`src/rtl/mtep_pkg.sv`:
```
// Shared types for the MIDI track event parser: input and result words,
// event kind codes and the report-enable register set. No dependencies.
package mtep_pkg;

  // Event kind codes carried in a result word.
  typedef enum logic [3:0] {
    KindNoteOn    = 4'd0,
    KindNoteOff   = 4'd1,
    KindVolume    = 4'd2,
    KindPan       = 4'd3,
    KindProgram   = 4'd4,
    KindTempo     = 4'd5,
    KindTimeSig   = 4'd6,
    KindKeySig    = 4'd7,
    KindMarker    = 4'd8,
    KindEndTrack  = 4'd9,
    KindError     = 4'd10
  } kind_e;

  // Configuration register indexes.
  localparam logic [1:0] CfgVolume  = 2'd0;
  localparam logic [1:0] CfgPan     = 2'd1;
  localparam logic [1:0] CfgProgram = 2'd2;

  typedef struct packed {
    logic [7:0] data_byte;
    logic       track_start;
  } in_t;

  typedef struct packed {
    kind_e        event_kind;
    logic [3:0]   channel;
    logic [6:0]   note_number;
    logic [6:0]   event_value;
    logic [31:0]  meta_value;
    logic [27:0]  delta_ticks;
    logic [31:0]  absolute_tick;
  } out_t;

  typedef struct packed {
    logic volume_en;
    logic pan_en;
    logic program_en;
  } cfg_t;

endpackage

```
`src/rtl/midi_track_event_parser.sv`:
```
// Top level of the MIDI track event parser: input word register, result
// register and report-enable registers. Depends on mtep_pkg and mtep_core.
//
//   channel  | signals                                  | direction
//   ---------+------------------------------------------+----------
//   in       | in_valid_i, in_stall_o, in_word_i        | byte in
//   out      | out_valid_o, out_stall_i, out_word_o     | record out
//   cfg      | cfg_valid_i, cfg_ready_o, cfg_index_i,   | reg write
//            | cfg_data_i                               |
//
// One byte is taken per cycle while in_stall_o is low. A word waits in the input
// register, where the parser decodes it against its state; any record lands in
// the result register on the edge that advances the byte. in_stall_o rises only
// while a byte waits in the input register and the result register holds a
// record that the sink is stalling.
// Reset clears all parse state and sets all three report enables.
module midi_track_event_parser (
  input  logic           clk_i,
  input  logic           rst_ni,
  input  logic           in_valid_i,
  output logic           in_stall_o,
  input  mtep_pkg::in_t  in_word_i,
  output logic           out_valid_o,
  input  logic           out_stall_i,
  output mtep_pkg::out_t out_word_o,
  input  logic           cfg_valid_i,
  output logic           cfg_ready_o,
  input  logic [1:0]     cfg_index_i,
  input  logic           cfg_data_i
);
  import mtep_pkg::*;

  in_t  in_q;
  logic in_valid_q, in_valid_d;
  out_t out_q, res;
  logic out_valid_q, res_valid;
  cfg_t cfg_q;
  logic advance, in_take;

  // Advance the held byte whenever the result register is free or draining.
  assign advance    = in_valid_q && (!out_valid_q || !out_stall_i);
  assign in_stall_o = in_valid_q && !advance;
  assign in_take    = in_valid_i && !in_stall_o;
  assign in_valid_d = in_take || (in_valid_q && !advance);

  always_ff @(posedge clk_i or negedge rst_ni) begin
    if (!rst_ni) begin
      in_valid_q <= 1'b0;
    end else begin
      in_valid_q <= in_valid_d;
    end
  end

  always_ff @(posedge clk_i) begin
    if (in_take) begin
      in_q <= in_word_i;
    end
  end

  mtep_core u_core (
    .clk_i       (clk_i),
    .rst_ni      (rst_ni),
    .step_i      (advance),
    .item_i      (in_q),
    .cfg_i       (cfg_q),
    .res_valid_o (res_valid),
    .res_o       (res)
  );

  // Load a new record, or drop the valid once the sink takes the old one.
  always_ff @(posedge clk_i or negedge rst_ni) begin
    if (!rst_ni) begin
      out_valid_q <= 1'b0;
    end else if (advance && res_valid) begin
      out_valid_q <= 1'b1;
    end else if (out_valid_q && !out_stall_i) begin
      out_valid_q <= 1'b0;
    end
  end

  always_ff @(posedge clk_i) begin
    if (advance && res_valid) begin
      out_q <= res;
    end
  end

  assign out_valid_o = out_valid_q;
  assign out_word_o  = out_q;

  // Register writes must arrive only while idle; the block does not enforce this. Always ready.
  assign cfg_ready_o = 1'b1;

  always_ff @(posedge clk_i or negedge rst_ni) begin
    if (!rst_ni) begin
      cfg_q <= '1;
    end else if (cfg_valid_i) begin
      if (cfg_index_i == CfgVolume)  cfg_q.volume_en  <= cfg_data_i;
      if (cfg_index_i == CfgPan)     cfg_q.pan_en     <= cfg_data_i;
      if (cfg_index_i == CfgProgram) cfg_q.program_en <= cfg_data_i;
    end
  end

`ifndef ASSERT_OFF
  a_stall_only_when_blocked: assert property (@(posedge clk_i) disable iff (!rst_ni)
    in_stall_o |-> (out_valid_o && out_stall_i))
    else $error("input stalled while result register is free");

  a_record_lands: assert property (@(posedge clk_i) disable iff (!rst_ni)
    (advance && res_valid) |=> (out_valid_o && out_word_o.event_kind == $past(res.event_kind)))
    else $error("decoded record not loaded into result register");

  a_no_silent_drop: assert property (@(posedge clk_i) disable iff (!rst_ni)
    (out_valid_o && out_stall_i) |=> (out_valid_o && $stable(out_word_o.absolute_tick)))
    else $error("stalled record lost or overwritten");
`endif

endmodule

```
`src/rtl/mtep_core.sv`:
```
// Byte-wise track parser: parse state registers and the one-byte decode step.
// Depends on mtep_pkg.
module mtep_core (
  input  logic          clk_i,
  input  logic          rst_ni,
  input  logic          step_i,
  input  mtep_pkg::in_t  item_i,
  input  mtep_pkg::cfg_t cfg_i,
  output logic          res_valid_o,
  output mtep_pkg::out_t res_o
);
  import mtep_pkg::*;

  typedef enum logic [3:0] {
    PhDeltaStart, PhDeltaMore, PhStatus, PhData1, PhData2, PhSysexLen,
    PhMetaType, PhMetaLen, PhMetaBody, PhSkip, PhError
  } phase_e;

  localparam logic [7:0] StatusSysex    = 8'hF0;
  localparam logic [7:0] StatusSysexEsc = 8'hF7;
  localparam logic [7:0] StatusMeta     = 8'hFF;
  localparam logic [3:0] HiNoteOff      = 4'h8;
  localparam logic [3:0] HiNoteOn       = 4'h9;
  localparam logic [3:0] HiCtrl         = 4'hB;
  localparam logic [3:0] HiProgram      = 4'hC;
  localparam logic [3:0] HiPressure     = 4'hD;
  localparam logic [6:0] CtrlVolume     = 7'h07;
  localparam logic [6:0] CtrlPan        = 7'h0A;
  localparam logic [7:0] MetaTextFirst  = 8'h01;
  localparam logic [7:0] MetaMarker     = 8'h06;
  localparam logic [7:0] MetaTextLast   = 8'h09;
  localparam logic [7:0] MetaChanPrefix = 8'h20;
  localparam logic [7:0] MetaPortPrefix = 8'h21;
  localparam logic [7:0] MetaEndTrack   = 8'h2F;
  localparam logic [7:0] MetaTempo      = 8'h51;
  localparam logic [7:0] MetaSmpte      = 8'h54;
  localparam logic [7:0] MetaTimeSig    = 8'h58;
  localparam logic [7:0] MetaKeySig     = 8'h59;
  localparam logic [7:0] MetaSeqSpec    = 8'h7F;

  function automatic logic meta_known(input logic [7:0] t);
    meta_known = (t >= MetaTextFirst && t <= MetaTextLast) || t == MetaChanPrefix ||
                 t == MetaPortPrefix || t == MetaEndTrack || t == MetaTempo ||
                 t == MetaSmpte || t == MetaTimeSig || t == MetaKeySig ||
                 t == MetaSeqSpec;
  endfunction

  function automatic logic [2:0] payload_need(input logic [7:0] t);
    if (t == MetaTempo)        payload_need = 3'd3;
    else if (t == MetaTimeSig) payload_need = 3'd4;
    else if (t == MetaKeySig)  payload_need = 3'd2;
    else                       payload_need = 3'd0;
  endfunction

  function automatic kind_e payload_kind(input logic [7:0] t);
    if (t == MetaTempo)        payload_kind = KindTempo;
    else if (t == MetaTimeSig) payload_kind = KindTimeSig;
    else                       payload_kind = KindKeySig;
  endfunction

  phase_e       phase_q, phase_d, cur_phase;
  logic [7:0]   rs_q, rs_d, cur_rs;
  logic [27:0]  delta_q, delta_d, cur_delta;
  logic [31:0]  tick_q, tick_d, cur_tick;
  logic [6:0]   first_q, first_d, cur_first;
  logic [7:0]   kind_q, kind_d, cur_kind;
  logic [27:0]  rem_q, rem_d, cur_rem;
  logic [31:0]  pay_q, pay_d, cur_pay;

  logic [7:0]   b;
  logic [6:0]   d7;
  logic [27:0]  delta_vlq, rem_vlq, rem_dec;
  logic [32:0]  tick_sum;
  logic [2:0]   need;
  logic [6:0]   first_inc;
  logic         do_data1, do_error;

  assign b  = item_i.data_byte;
  assign d7 = b[6:0];

  always_comb begin
    cur_phase = phase_q;
    cur_rs    = rs_q;
    cur_delta = delta_q;
    cur_tick  = tick_q;
    cur_first = first_q;
    cur_kind  = kind_q;
    cur_rem   = rem_q;
    cur_pay   = pay_q;
    if (item_i.track_start) begin
      cur_phase = PhDeltaStart;
      cur_rs    = '0;
      cur_delta = '0;
      cur_tick  = '0;
      cur_first = '0;
      cur_kind  = '0;
      cur_rem   = '0;
      cur_pay   = '0;
    end

    phase_d = cur_phase;
    rs_d    = cur_rs;
    delta_d = cur_delta;
    tick_d  = cur_tick;
    first_d = cur_first;
    kind_d  = cur_kind;
    rem_d   = cur_rem;
    pay_d   = cur_pay;

    delta_vlq = (cur_phase == PhDeltaStart) ? {21'd0, d7} : {cur_delta[20:0], d7};
    tick_sum  = {1'b0, cur_tick} + {5'd0, delta_vlq};
    rem_vlq   = {cur_rem[20:0], d7};
    rem_dec   = cur_rem - 28'd1;
    need      = payload_need(cur_kind);
    first_inc = cur_first + 7'd1;
    do_data1  = 1'b0;
    do_error  = 1'b0;

    res_valid_o         = 1'b0;
    res_o               = '0;
    res_o.delta_ticks   = cur_delta;
    res_o.absolute_tick = cur_tick;

    unique case (cur_phase)
      PhDeltaStart, PhDeltaMore: begin
        delta_d = delta_vlq;
        if (b[7]) begin
          phase_d = PhDeltaMore;
        end else begin
          tick_d  = tick_sum[32] ? '1 : tick_sum[31:0];
          phase_d = PhStatus;
        end
      end
      PhStatus: begin
        if (b[7]) begin
          if (b < StatusSysex) begin
            rs_d    = b;
            phase_d = PhData1;
          end else if (b == StatusSysex || b == StatusSysexEsc) begin
            rs_d    = '0;
            rem_d   = '0;
            phase_d = PhSysexLen;
          end else if (b == StatusMeta) begin
            rs_d    = '0;
            phase_d = PhMetaType;
          end else begin
            do_error = 1'b1;
          end
        end else if (cur_rs == '0) begin
          do_error = 1'b1;
        end else begin
          do_data1 = 1'b1;
        end
      end
      PhData1: do_data1 = 1'b1;
      PhData2: begin
        phase_d = PhDeltaStart;
        res_o.channel     = cur_rs[3:0];
        res_o.event_value = d7;
        if (cur_rs[7:4] == HiNoteOff) begin
          res_valid_o       = 1'b1;
          res_o.event_kind  = KindNoteOff;
          res_o.note_number = cur_first;
        end else if (cur_rs[7:4] == HiNoteOn) begin
          res_valid_o       = 1'b1;
          res_o.event_kind  = (d7 == '0) ? KindNoteOff : KindNoteOn;
          res_o.note_number = cur_first;
        end else if (cur_rs[7:4] == HiCtrl) begin
          if (cfg_i.volume_en && cur_first == CtrlVolume) begin
            res_valid_o      = 1'b1;
            res_o.event_kind = KindVolume;
          end else if (cfg_i.pan_en && cur_first == CtrlPan) begin
            res_valid_o      = 1'b1;
            res_o.event_kind = KindPan;
          end
        end
      end
      PhSysexLen: begin
        rem_d = rem_vlq;
        if (!b[7]) phase_d = (rem_vlq != '0) ? PhSkip : PhDeltaStart;
      end
      PhMetaType: begin
        if (!meta_known(b)) begin
          do_error = 1'b1;
        end else begin
          kind_d  = b;
          rem_d   = '0;
          pay_d   = '0;
          first_d = '0;
          phase_d = PhMetaLen;
        end
      end
      PhMetaLen: begin
        rem_d = rem_vlq;
        if (!b[7]) begin
          if (cur_kind == MetaMarker) begin
            res_valid_o      = 1'b1;
            res_o.event_kind = KindMarker;
            res_o.meta_value = {4'd0, rem_vlq};
          end else if (cur_kind == MetaEndTrack) begin
            res_valid_o      = 1'b1;
            res_o.event_kind = KindEndTrack;
          end else if (need != '0 && rem_vlq == '0) begin
            res_valid_o      = 1'b1;
            res_o.event_kind = payload_kind(cur_kind);
          end
          phase_d = (rem_vlq != '0) ? PhMetaBody : PhDeltaStart;
        end
      end
      PhMetaBody: begin
        rem_d = rem_dec;
        if (cur_first < {4'd0, need}) begin
          pay_d   = {cur_pay[23:0], b};
          first_d = first_inc;
          if (first_inc == {4'd0, need} || rem_dec == '0) begin
            res_valid_o      = 1'b1;
            res_o.event_kind = payload_kind(cur_kind);
            res_o.meta_value = {cur_pay[23:0], b};
          end
        end
        if (rem_dec == '0) phase_d = PhDeltaStart;
      end
      PhSkip: begin
        rem_d = rem_dec;
        if (rem_dec == '0) phase_d = PhDeltaStart;
      end
      PhError: ;
      default: phase_d = cur_phase;
    endcase

    // First channel data byte, shared by the status and first-data phases.
    if (do_data1) begin
      first_d = d7;
      if (cur_rs[7:4] == HiProgram) begin
        phase_d = PhDeltaStart;
        if (cfg_i.program_en) begin
          res_valid_o       = 1'b1;
          res_o.event_kind  = KindProgram;
          res_o.channel     = cur_rs[3:0];
          res_o.event_value = d7;
        end
      end else if (cur_rs[7:4] == HiPressure) begin
        phase_d = PhDeltaStart;
      end else begin
        phase_d = PhData2;
      end
    end

    // Latch the error: hold in the error phase until a track start.
    if (do_error) begin
      phase_d          = PhError;
      res_valid_o      = 1'b1;
      res_o.event_kind = KindError;
      res_o.meta_value = {24'd0, b};
    end
  end

  always_ff @(posedge clk_i or negedge rst_ni) begin
    if (!rst_ni) begin
      phase_q <= PhDeltaStart;
      rs_q    <= '0;
      delta_q <= '0;
      tick_q  <= '0;
      first_q <= '0;
      kind_q  <= '0;
      rem_q   <= '0;
      pay_q   <= '0;
    end else if (step_i) begin
      phase_q <= phase_d;
      rs_q    <= rs_d;
      delta_q <= delta_d;
      tick_q  <= tick_d;
      first_q <= first_d;
      kind_q  <= kind_d;
      rem_q   <= rem_d;
      pay_q   <= pay_d;
    end
  end

`ifndef ASSERT_OFF
  a_error_silent: assert property (@(posedge clk_i) disable iff (!rst_ni)
    (phase_q == PhError && !item_i.track_start) |-> !res_valid_o)
    else $error("result produced while error is latched");

  a_error_enters_latch: assert property (@(posedge clk_i) disable iff (!rst_ni)
    (step_i && res_valid_o && res_o.event_kind == KindError) |=> phase_q == PhError)
    else $error("error result without error latch");

  a_meta_no_channel: assert property (@(posedge clk_i) disable iff (!rst_ni)
    (res_valid_o && (res_o.event_kind == KindTempo || res_o.event_kind == KindTimeSig ||
     res_o.event_kind == KindKeySig || res_o.event_kind == KindMarker ||
     res_o.event_kind == KindEndTrack)) |-> (res_o.channel == '0 && res_o.event_value == '0))
    else $error("meta result carries channel fields");
`endif

endmodule

```
`config.mk`:
```
export PLATFORM = sky130hd
export DESIGN_NAME = midi_track_event_parser
export DESIGN_NICKNAME = d
export VERILOG_FILES = /design/src/rtl/mtep_pkg.sv /design/src/rtl/midi_track_event_parser.sv /design/src/rtl/mtep_core.sv
export SDC_FILE = /design/constraint.sdc
export NUM_CORES = 1
export LEC_CHECK = 0
export ABC_AREA = 1
export ABC_CLOCK_PERIOD_IN_PS = 22000
export BUFFER_PORTS_ARGS = -buffer_cell sky130_fd_sc_hd__clkbuf_2
export CORE_UTILIZATION = 65
export CTS_CLUSTER_SIZE = 28
export DETAILED_ROUTE_END_ITERATION = 10
export GPL_ROUTABILITY_DRIVEN = 0
export PLACE_DENSITY_LB_ADDON = 0.08
export SKIP_LAST_GASP = 1
export SLEW_MARGIN = 20
export SYNTH_ARGS = -nofsm -noshare
export SYNTH_HDL_FRONTEND = slang
export SYNTH_HIERARCHICAL = 1
export SYNTH_SLANG_ARGS = --single-unit
```
`constraint.sdc`:
```
create_clock -name clk_i -period 22 [get_ports clk_i]
set_clock_uncertainty 0.15 [all_clocks]
set_input_delay 1.1 -clock clk_i [delete_from_list [all_inputs] [get_ports clk_i]]
set_output_delay 1.1 -clock clk_i [all_outputs]
set_load 0.02 [all_outputs]
```
-- After elaboration in Yosys (flattened, before gate mapping)
Cells that the tools add are included.
W data, S select, Z words.
- input port bits: 17
- bits in registers: 275
- output and inout port bits: 117
- $lt $le $gt $ge: 4
- add/sub/neg operators: 3
- multiplexer cells: 109
- eq/ne operators: 35
- reduce and logical (&&, ||, !) cells: 40
- operators with widths (operator ; number):
    $mux W32 ; 10
    $mux W28 ; 9
    $pmux W32 S2 ; 2
    $pmux W28 S4 ; 1
    $mux W8 ; 13
    $mux W4 ; 22
    $eq A8 B7 Y1 const B ; 8
    $mux W7 ; 9
    $logic_not A28 Y1 ; 2
    $add A32 B28 Y33 ; 1
    $eq A8 B6 Y1 const B ; 4
    $eq A4 B4 Y1 const B ; 7
    $pmux W4 S7 ; 1
    $reduce_bool A28 Y1 ; 1
    $sub A28 B1 Y28 const B ; 1
    $mux W1 ; 27
    $eq A8 B8 Y1 const B ; 3
    $mux W18 ; 1
    $eq A4 B3 Y1 const B ; 4
    $pmux W7 S2 ; 1
    $logic_or A1 B1 Y1 ; 12
    $mux W3 ; 4
    $pmux W4 S3 ; 1
    $mux W2 ; 5
    25 further kinds ; 42

-- Depth between registers and ports, before layout
- depth after elaboration: 18
- gate-level depth with buffers: 24
- depth with buffers taken out: 23

-- Modules after synthesis
The synthesis kept the hierarchy.
- modules (own cells, without submodules) (module ; cells an instance ; seq. area each (um^2) ; instances ; area each (um^2)):
    mtep_core ; 1808 ; 3478.3 ; 1 ; 11583.6
    midi_track_event_parser ; 158 ; 3822.4 ; 1 ; 3952.5

-- Worst setup path before layout
No wires, ideal clock.
- kind: register to register
- start: register in_q[0] (netlist bit)
- end: register out_q (netlist bit out_word_o[0]) (enable)
- cell stages (with the launch flop): 18
- slack: 10.856 ns
- buffers on the path: 3
- data arrival time: 10.268 ns
- period minus slack after synthesis: 11.144 ns
- cells stage by stage: edfxtp_1 inv_2 buf_2 buf_2 nand2_1 nor2_1 o2111ai_1 ha_1 nand2_1 nor2_1 a211oi_1 nand2_1 nor2_2 nand2_4 buf_6 nand4_1 inv_1 nor3_1
- cells in the longest elaborated chain, start to end: 17
- elaborated cells on any way between the ends: 60
- ends and longest elaborated chain (element ; RTL line ; text):
    from (decl) ; midi_track_event_parser.sv:33 ; in_t in_q;
    from (signal assigned) ; midi_track_event_parser.sv:56 ; in_q <= in_word_i;
    parallel branches: the longest is 15 deep, another holds $sub A28 B1 Y28 ; - ;
    $mux W1 * ; mtep_core.sv:250 ; if (do_error) begin
    named net res_valid ; midi_track_event_parser.sv:36 ; logic out_valid_q, res_valid;
    $logic_and A1 B1 Y1 * ; midi_track_event_parser.sv:82 ; if (advance && res_valid) begin
    to (signal assigned) ; midi_track_event_parser.sv:83 ; out_q <= res;
    to (decl) ; midi_track_event_parser.sv:35 ; out_t out_q, res;
Mark *: on every way through the listed nets, which the timed path passes.
A chain may end at the register's enable or synchronous reset.

-- Final worst setup path
- start: register in_q[0] (netlist bit)
- end: register out_q (netlist bit out_word_o[68]) (enable)
Same word-level chain as after synthesis.

==> results.py <==
metrics = {
    "outcome": {
        "status": "finished clean",
    },
    "global_route": {
        "grt_antenna_before_repair": 0,
        "grt_use_total": 0.353,
        "grt_max_degree": 121,
        "grt_pass1_wl_um": 67700,
        "grt_pass1_vias": 13052,
        "grt_remaining_overflow": 0,
    },
    "logic_synthesis": {
        "synth.distinct_cells": 51,
        "synthMuxAreaShare": 0,
        "synthesis.instances": 1966,
        "synth_area_leaders": "edfxtp_1 24%, dfrtp_1 23%, nand2_1 8.8%",
        "synth-simple-area-share": 0.221,
        "synth_edf_count": 123,
        "synth_top_flop_cell": "dfrtp_1",
        "syn_avg_cell_area_um2": 7.90,
        "synthXorXnorAreaFrac": 0.0209,
        "yosysTopAreaCell": "edfxtp_1",
        "syn_nets": 2019,
        "synth_top_family_by_area": "simple AND/OR/NAND/NOR gates",
        "synth_warnings": 6,
        "synth-adder-area-share": 0.0295,
        "yosysSeqAreaShare": 0.470,
        "synth_compound_area_frac": 0.170,
        "synth_top_cells_by_count": "366 x nand2_1, 292 x nor2_1, 249 x inv_1",
        "yosysMostFrequentCell": "nand2_1",
        "synth_area_um2": 15500,
        "synthArstFlopShare": 0.539,
        "synth_top_area_share": 0.238,
        "ys_ff_latch": 267,
    },
    "finish": {
        "area_growth_pct": 10.8,
        "final_area_um2": 17200,
        "layout-drive-gt1-share": 0.117,
        "final_util": 0.733,
        "fin_nets": 2103,
        "antenna_cells": 0,
    },
    "detailed_routing": {
        "ant_nets": 0,
        "totalWireLength_um": 43000,
        "drc_errors": 0,
        "wl_per_cell_um": 18.0,
        "routed-via-count": 14500,
        "routed_via_density": 6.06,
        "first_pass_iters": 6,
        "drt-initial-drc-count": 1916,
    },
    "place": {
        "port_buffers": 132,
        "dpl_cell_area_um2": 16300,
        "hpwl_um": 29200,
    },
    "timing": {
        "fin_tns_setup_ns": 0,
        "worstMarginPinSlew_ns": 1.02,
        "timing_hold_violations_final": 0,
        "clock.fmax_mhz": 152,
        "period_share": 0.299,
        "rsz0062_at_grt": "false",
        "whs_ns": 0.324,
        "max_slew_margin": 0.317,
        "setup_viol": 0,
        "slew_violations": 0,
        "fin_crit_ns": 6.58,
    },
    "critical_path": {
        "cp_slowest_cell": "buf_4",
        "cp_slowest_stage_delay_ns": 0.74,
        "critPathBufInv": 6,
        "cp-end-kind": "flip-flop",
        "path_delay_family": "simple AND/OR/NAND/NOR gates",
        "required_ns": 22.03,
        "path_class": "reg2reg",
        "critPathMaxFanout": 71,
        "crit_chain": "buf_4 -> nor2_1 -> inv_1 -> nor2_1 -> nand2_1 -> nand4_1 -> nor3_2 -> inv_2 -> o21ai_1 -> nand4_1 -> nand4_1 -> inv_1 -> nor3_2 -> buf_4 -> buf_4",
        "crit_arrival_ns": 6.62,
        "reg2reg_slack_ns": 15.42,
        "start_kind": "flip-flop",
    },
    "pwr": {
        "leakage_nw": 7.90,
        "power_density_nw_per_um2": 98.1,
        "ir_drop_uv": 73.8,
    },
    "floorplan": {
        "core-area_um2": 23500,
        "num_io_pins": 134,
        "fp-row-count": 56,
        "dieArea_um2": 24500,
        "start_util": 0.662,
        "die_height_um": 157,
        "dieWidth_um": 157,
    },
    "cts": {
        "root_buffer": "clkbuf_16",
        "post_cts_buffers": 0,
        "clk_path_buf_depth": 3,
        "path_clk_slew_ns": 0.06,
        "cts_tree": "built",
        "numCtsBuffers": 28,
        "ctsResizeCount": 0,
        "htreeDepth": 1,
        "cts.sinks": 267,
        "ctsHoldBuffers": 0,
        "worstSkewPairLatency_ns": 0.57,
    },
    "run": {
        "max-cap-violations": 0,
    },
    "hold_path": {
        "hold_path_class": "reg2reg",
    },
}
[report_power, final]
group          leakage (nW)  switching [mW]  internal [mW]
logic                  4.48           0.407          0.167
registers              2.98          0.0483          0.612
clock network         0.439           0.193          0.261
[routing by layer]
| metal | GRT usage | vias up | share of wire |
|---|---|---|---|
| met5 | 0 | - | 0 |
| met4 | 0.126 | 0 | 0.033 |
| met3 | 0.0606 | 128 | 0.11 |
| met2 | 0.522 | 878 | 0.43 |
| met1 | 0.523 | 6742 | 0.43 |
| li1 | - | 6752 | - |
[sequential cells by signal, indices dropped and copies added, names as in the netlist]
register        cells
in_q                9
out_word_o        114
cfg_q               3
u_core/first_q      7
u_core/delta_q     28
u_core/pay_q       24
out_valid_o         1
u_core/rem_q       28
u_core/kind_q       8
in_valid_q          1
u_core/rs_q         8
u_core/phase_q      4
u_core/tick_q      32
[final timing paths]
path | cells after the start | startpoint | endpoint
setup / recovery | 15 | in_q[0] | out_word_o[68]
hold / removal | 2 | cfg_q[1] | cfg_q[1]
setup reg to reg | 15 | in_q[0] | out_word_o[68]
hold reg to reg | 2 | cfg_q[1] | cfg_q[1]
max in group asynchronous | 2 | rst_ni | u_core/tick_q[20]
min in group asynchronous | 1 | rst_ni | u_core/delta_q[15]
[metrics by stage]
stage,setup slack [ns],total power [mW],instances
after floorplan,10.86,1.07,1966
after global placement,15.91,1.20,2339
after detailed placement,15.62,1.22,2339
after CTS,15.58,1.68,2391
after global routing,15.05,1.78,2391
final,15.42,1.69,2391
[final cells by class]
| class | instances | area [µm²] |
|---|---|---|
| clock inverter | 11 | 110 |
| inverter | 254 | 955 |
| clock buffer | 41 | 790 |
| fill | 1821 | 6260 |
| sequential | 267 | 7300 |
| tap | 319 | 399 |
| timing repair buffer | 146 | 776 |
| multi-input combinational | 1353 | 6890 |
[cell usage in the layout (no fill, tap or decap), types with 35 or more instances in the layout]
cell      synthesis  layout
edfxtp_1        123     123
o22ai_1          57      57
nor3_1           41      40
dfrtp_1         141     141
nand3_1          75      75
a21oi_1         132     132
inv_1           249     248
nor2_1          292     290
clkbuf_2          0     131
o21ai_0         176     176
ha_1             35      35
nand2_1         366     366
[logic make-up (layout without fill, tap and decap cells)]
| logic type | count (synthesis) | in the layout |
|---|---|---|
| compound gates | 449 | 449 |
| xor+xnor | 37 | 37 |
| fa+ha+maj | 36 | 36 |
| buf+inv | 346 | 452 |
| flops | 267 | 267 |
| other cells | 1 | 1 |
| simple gates | 830 | 830 |
[worst min-delay path, cell delays in order (launching register included)]
cell	delay, ns
dfstp_2	0.38
nand2_1	0.06
nand2_1	0.04
No activity file was read; power rests on OpenSTA's default activity.
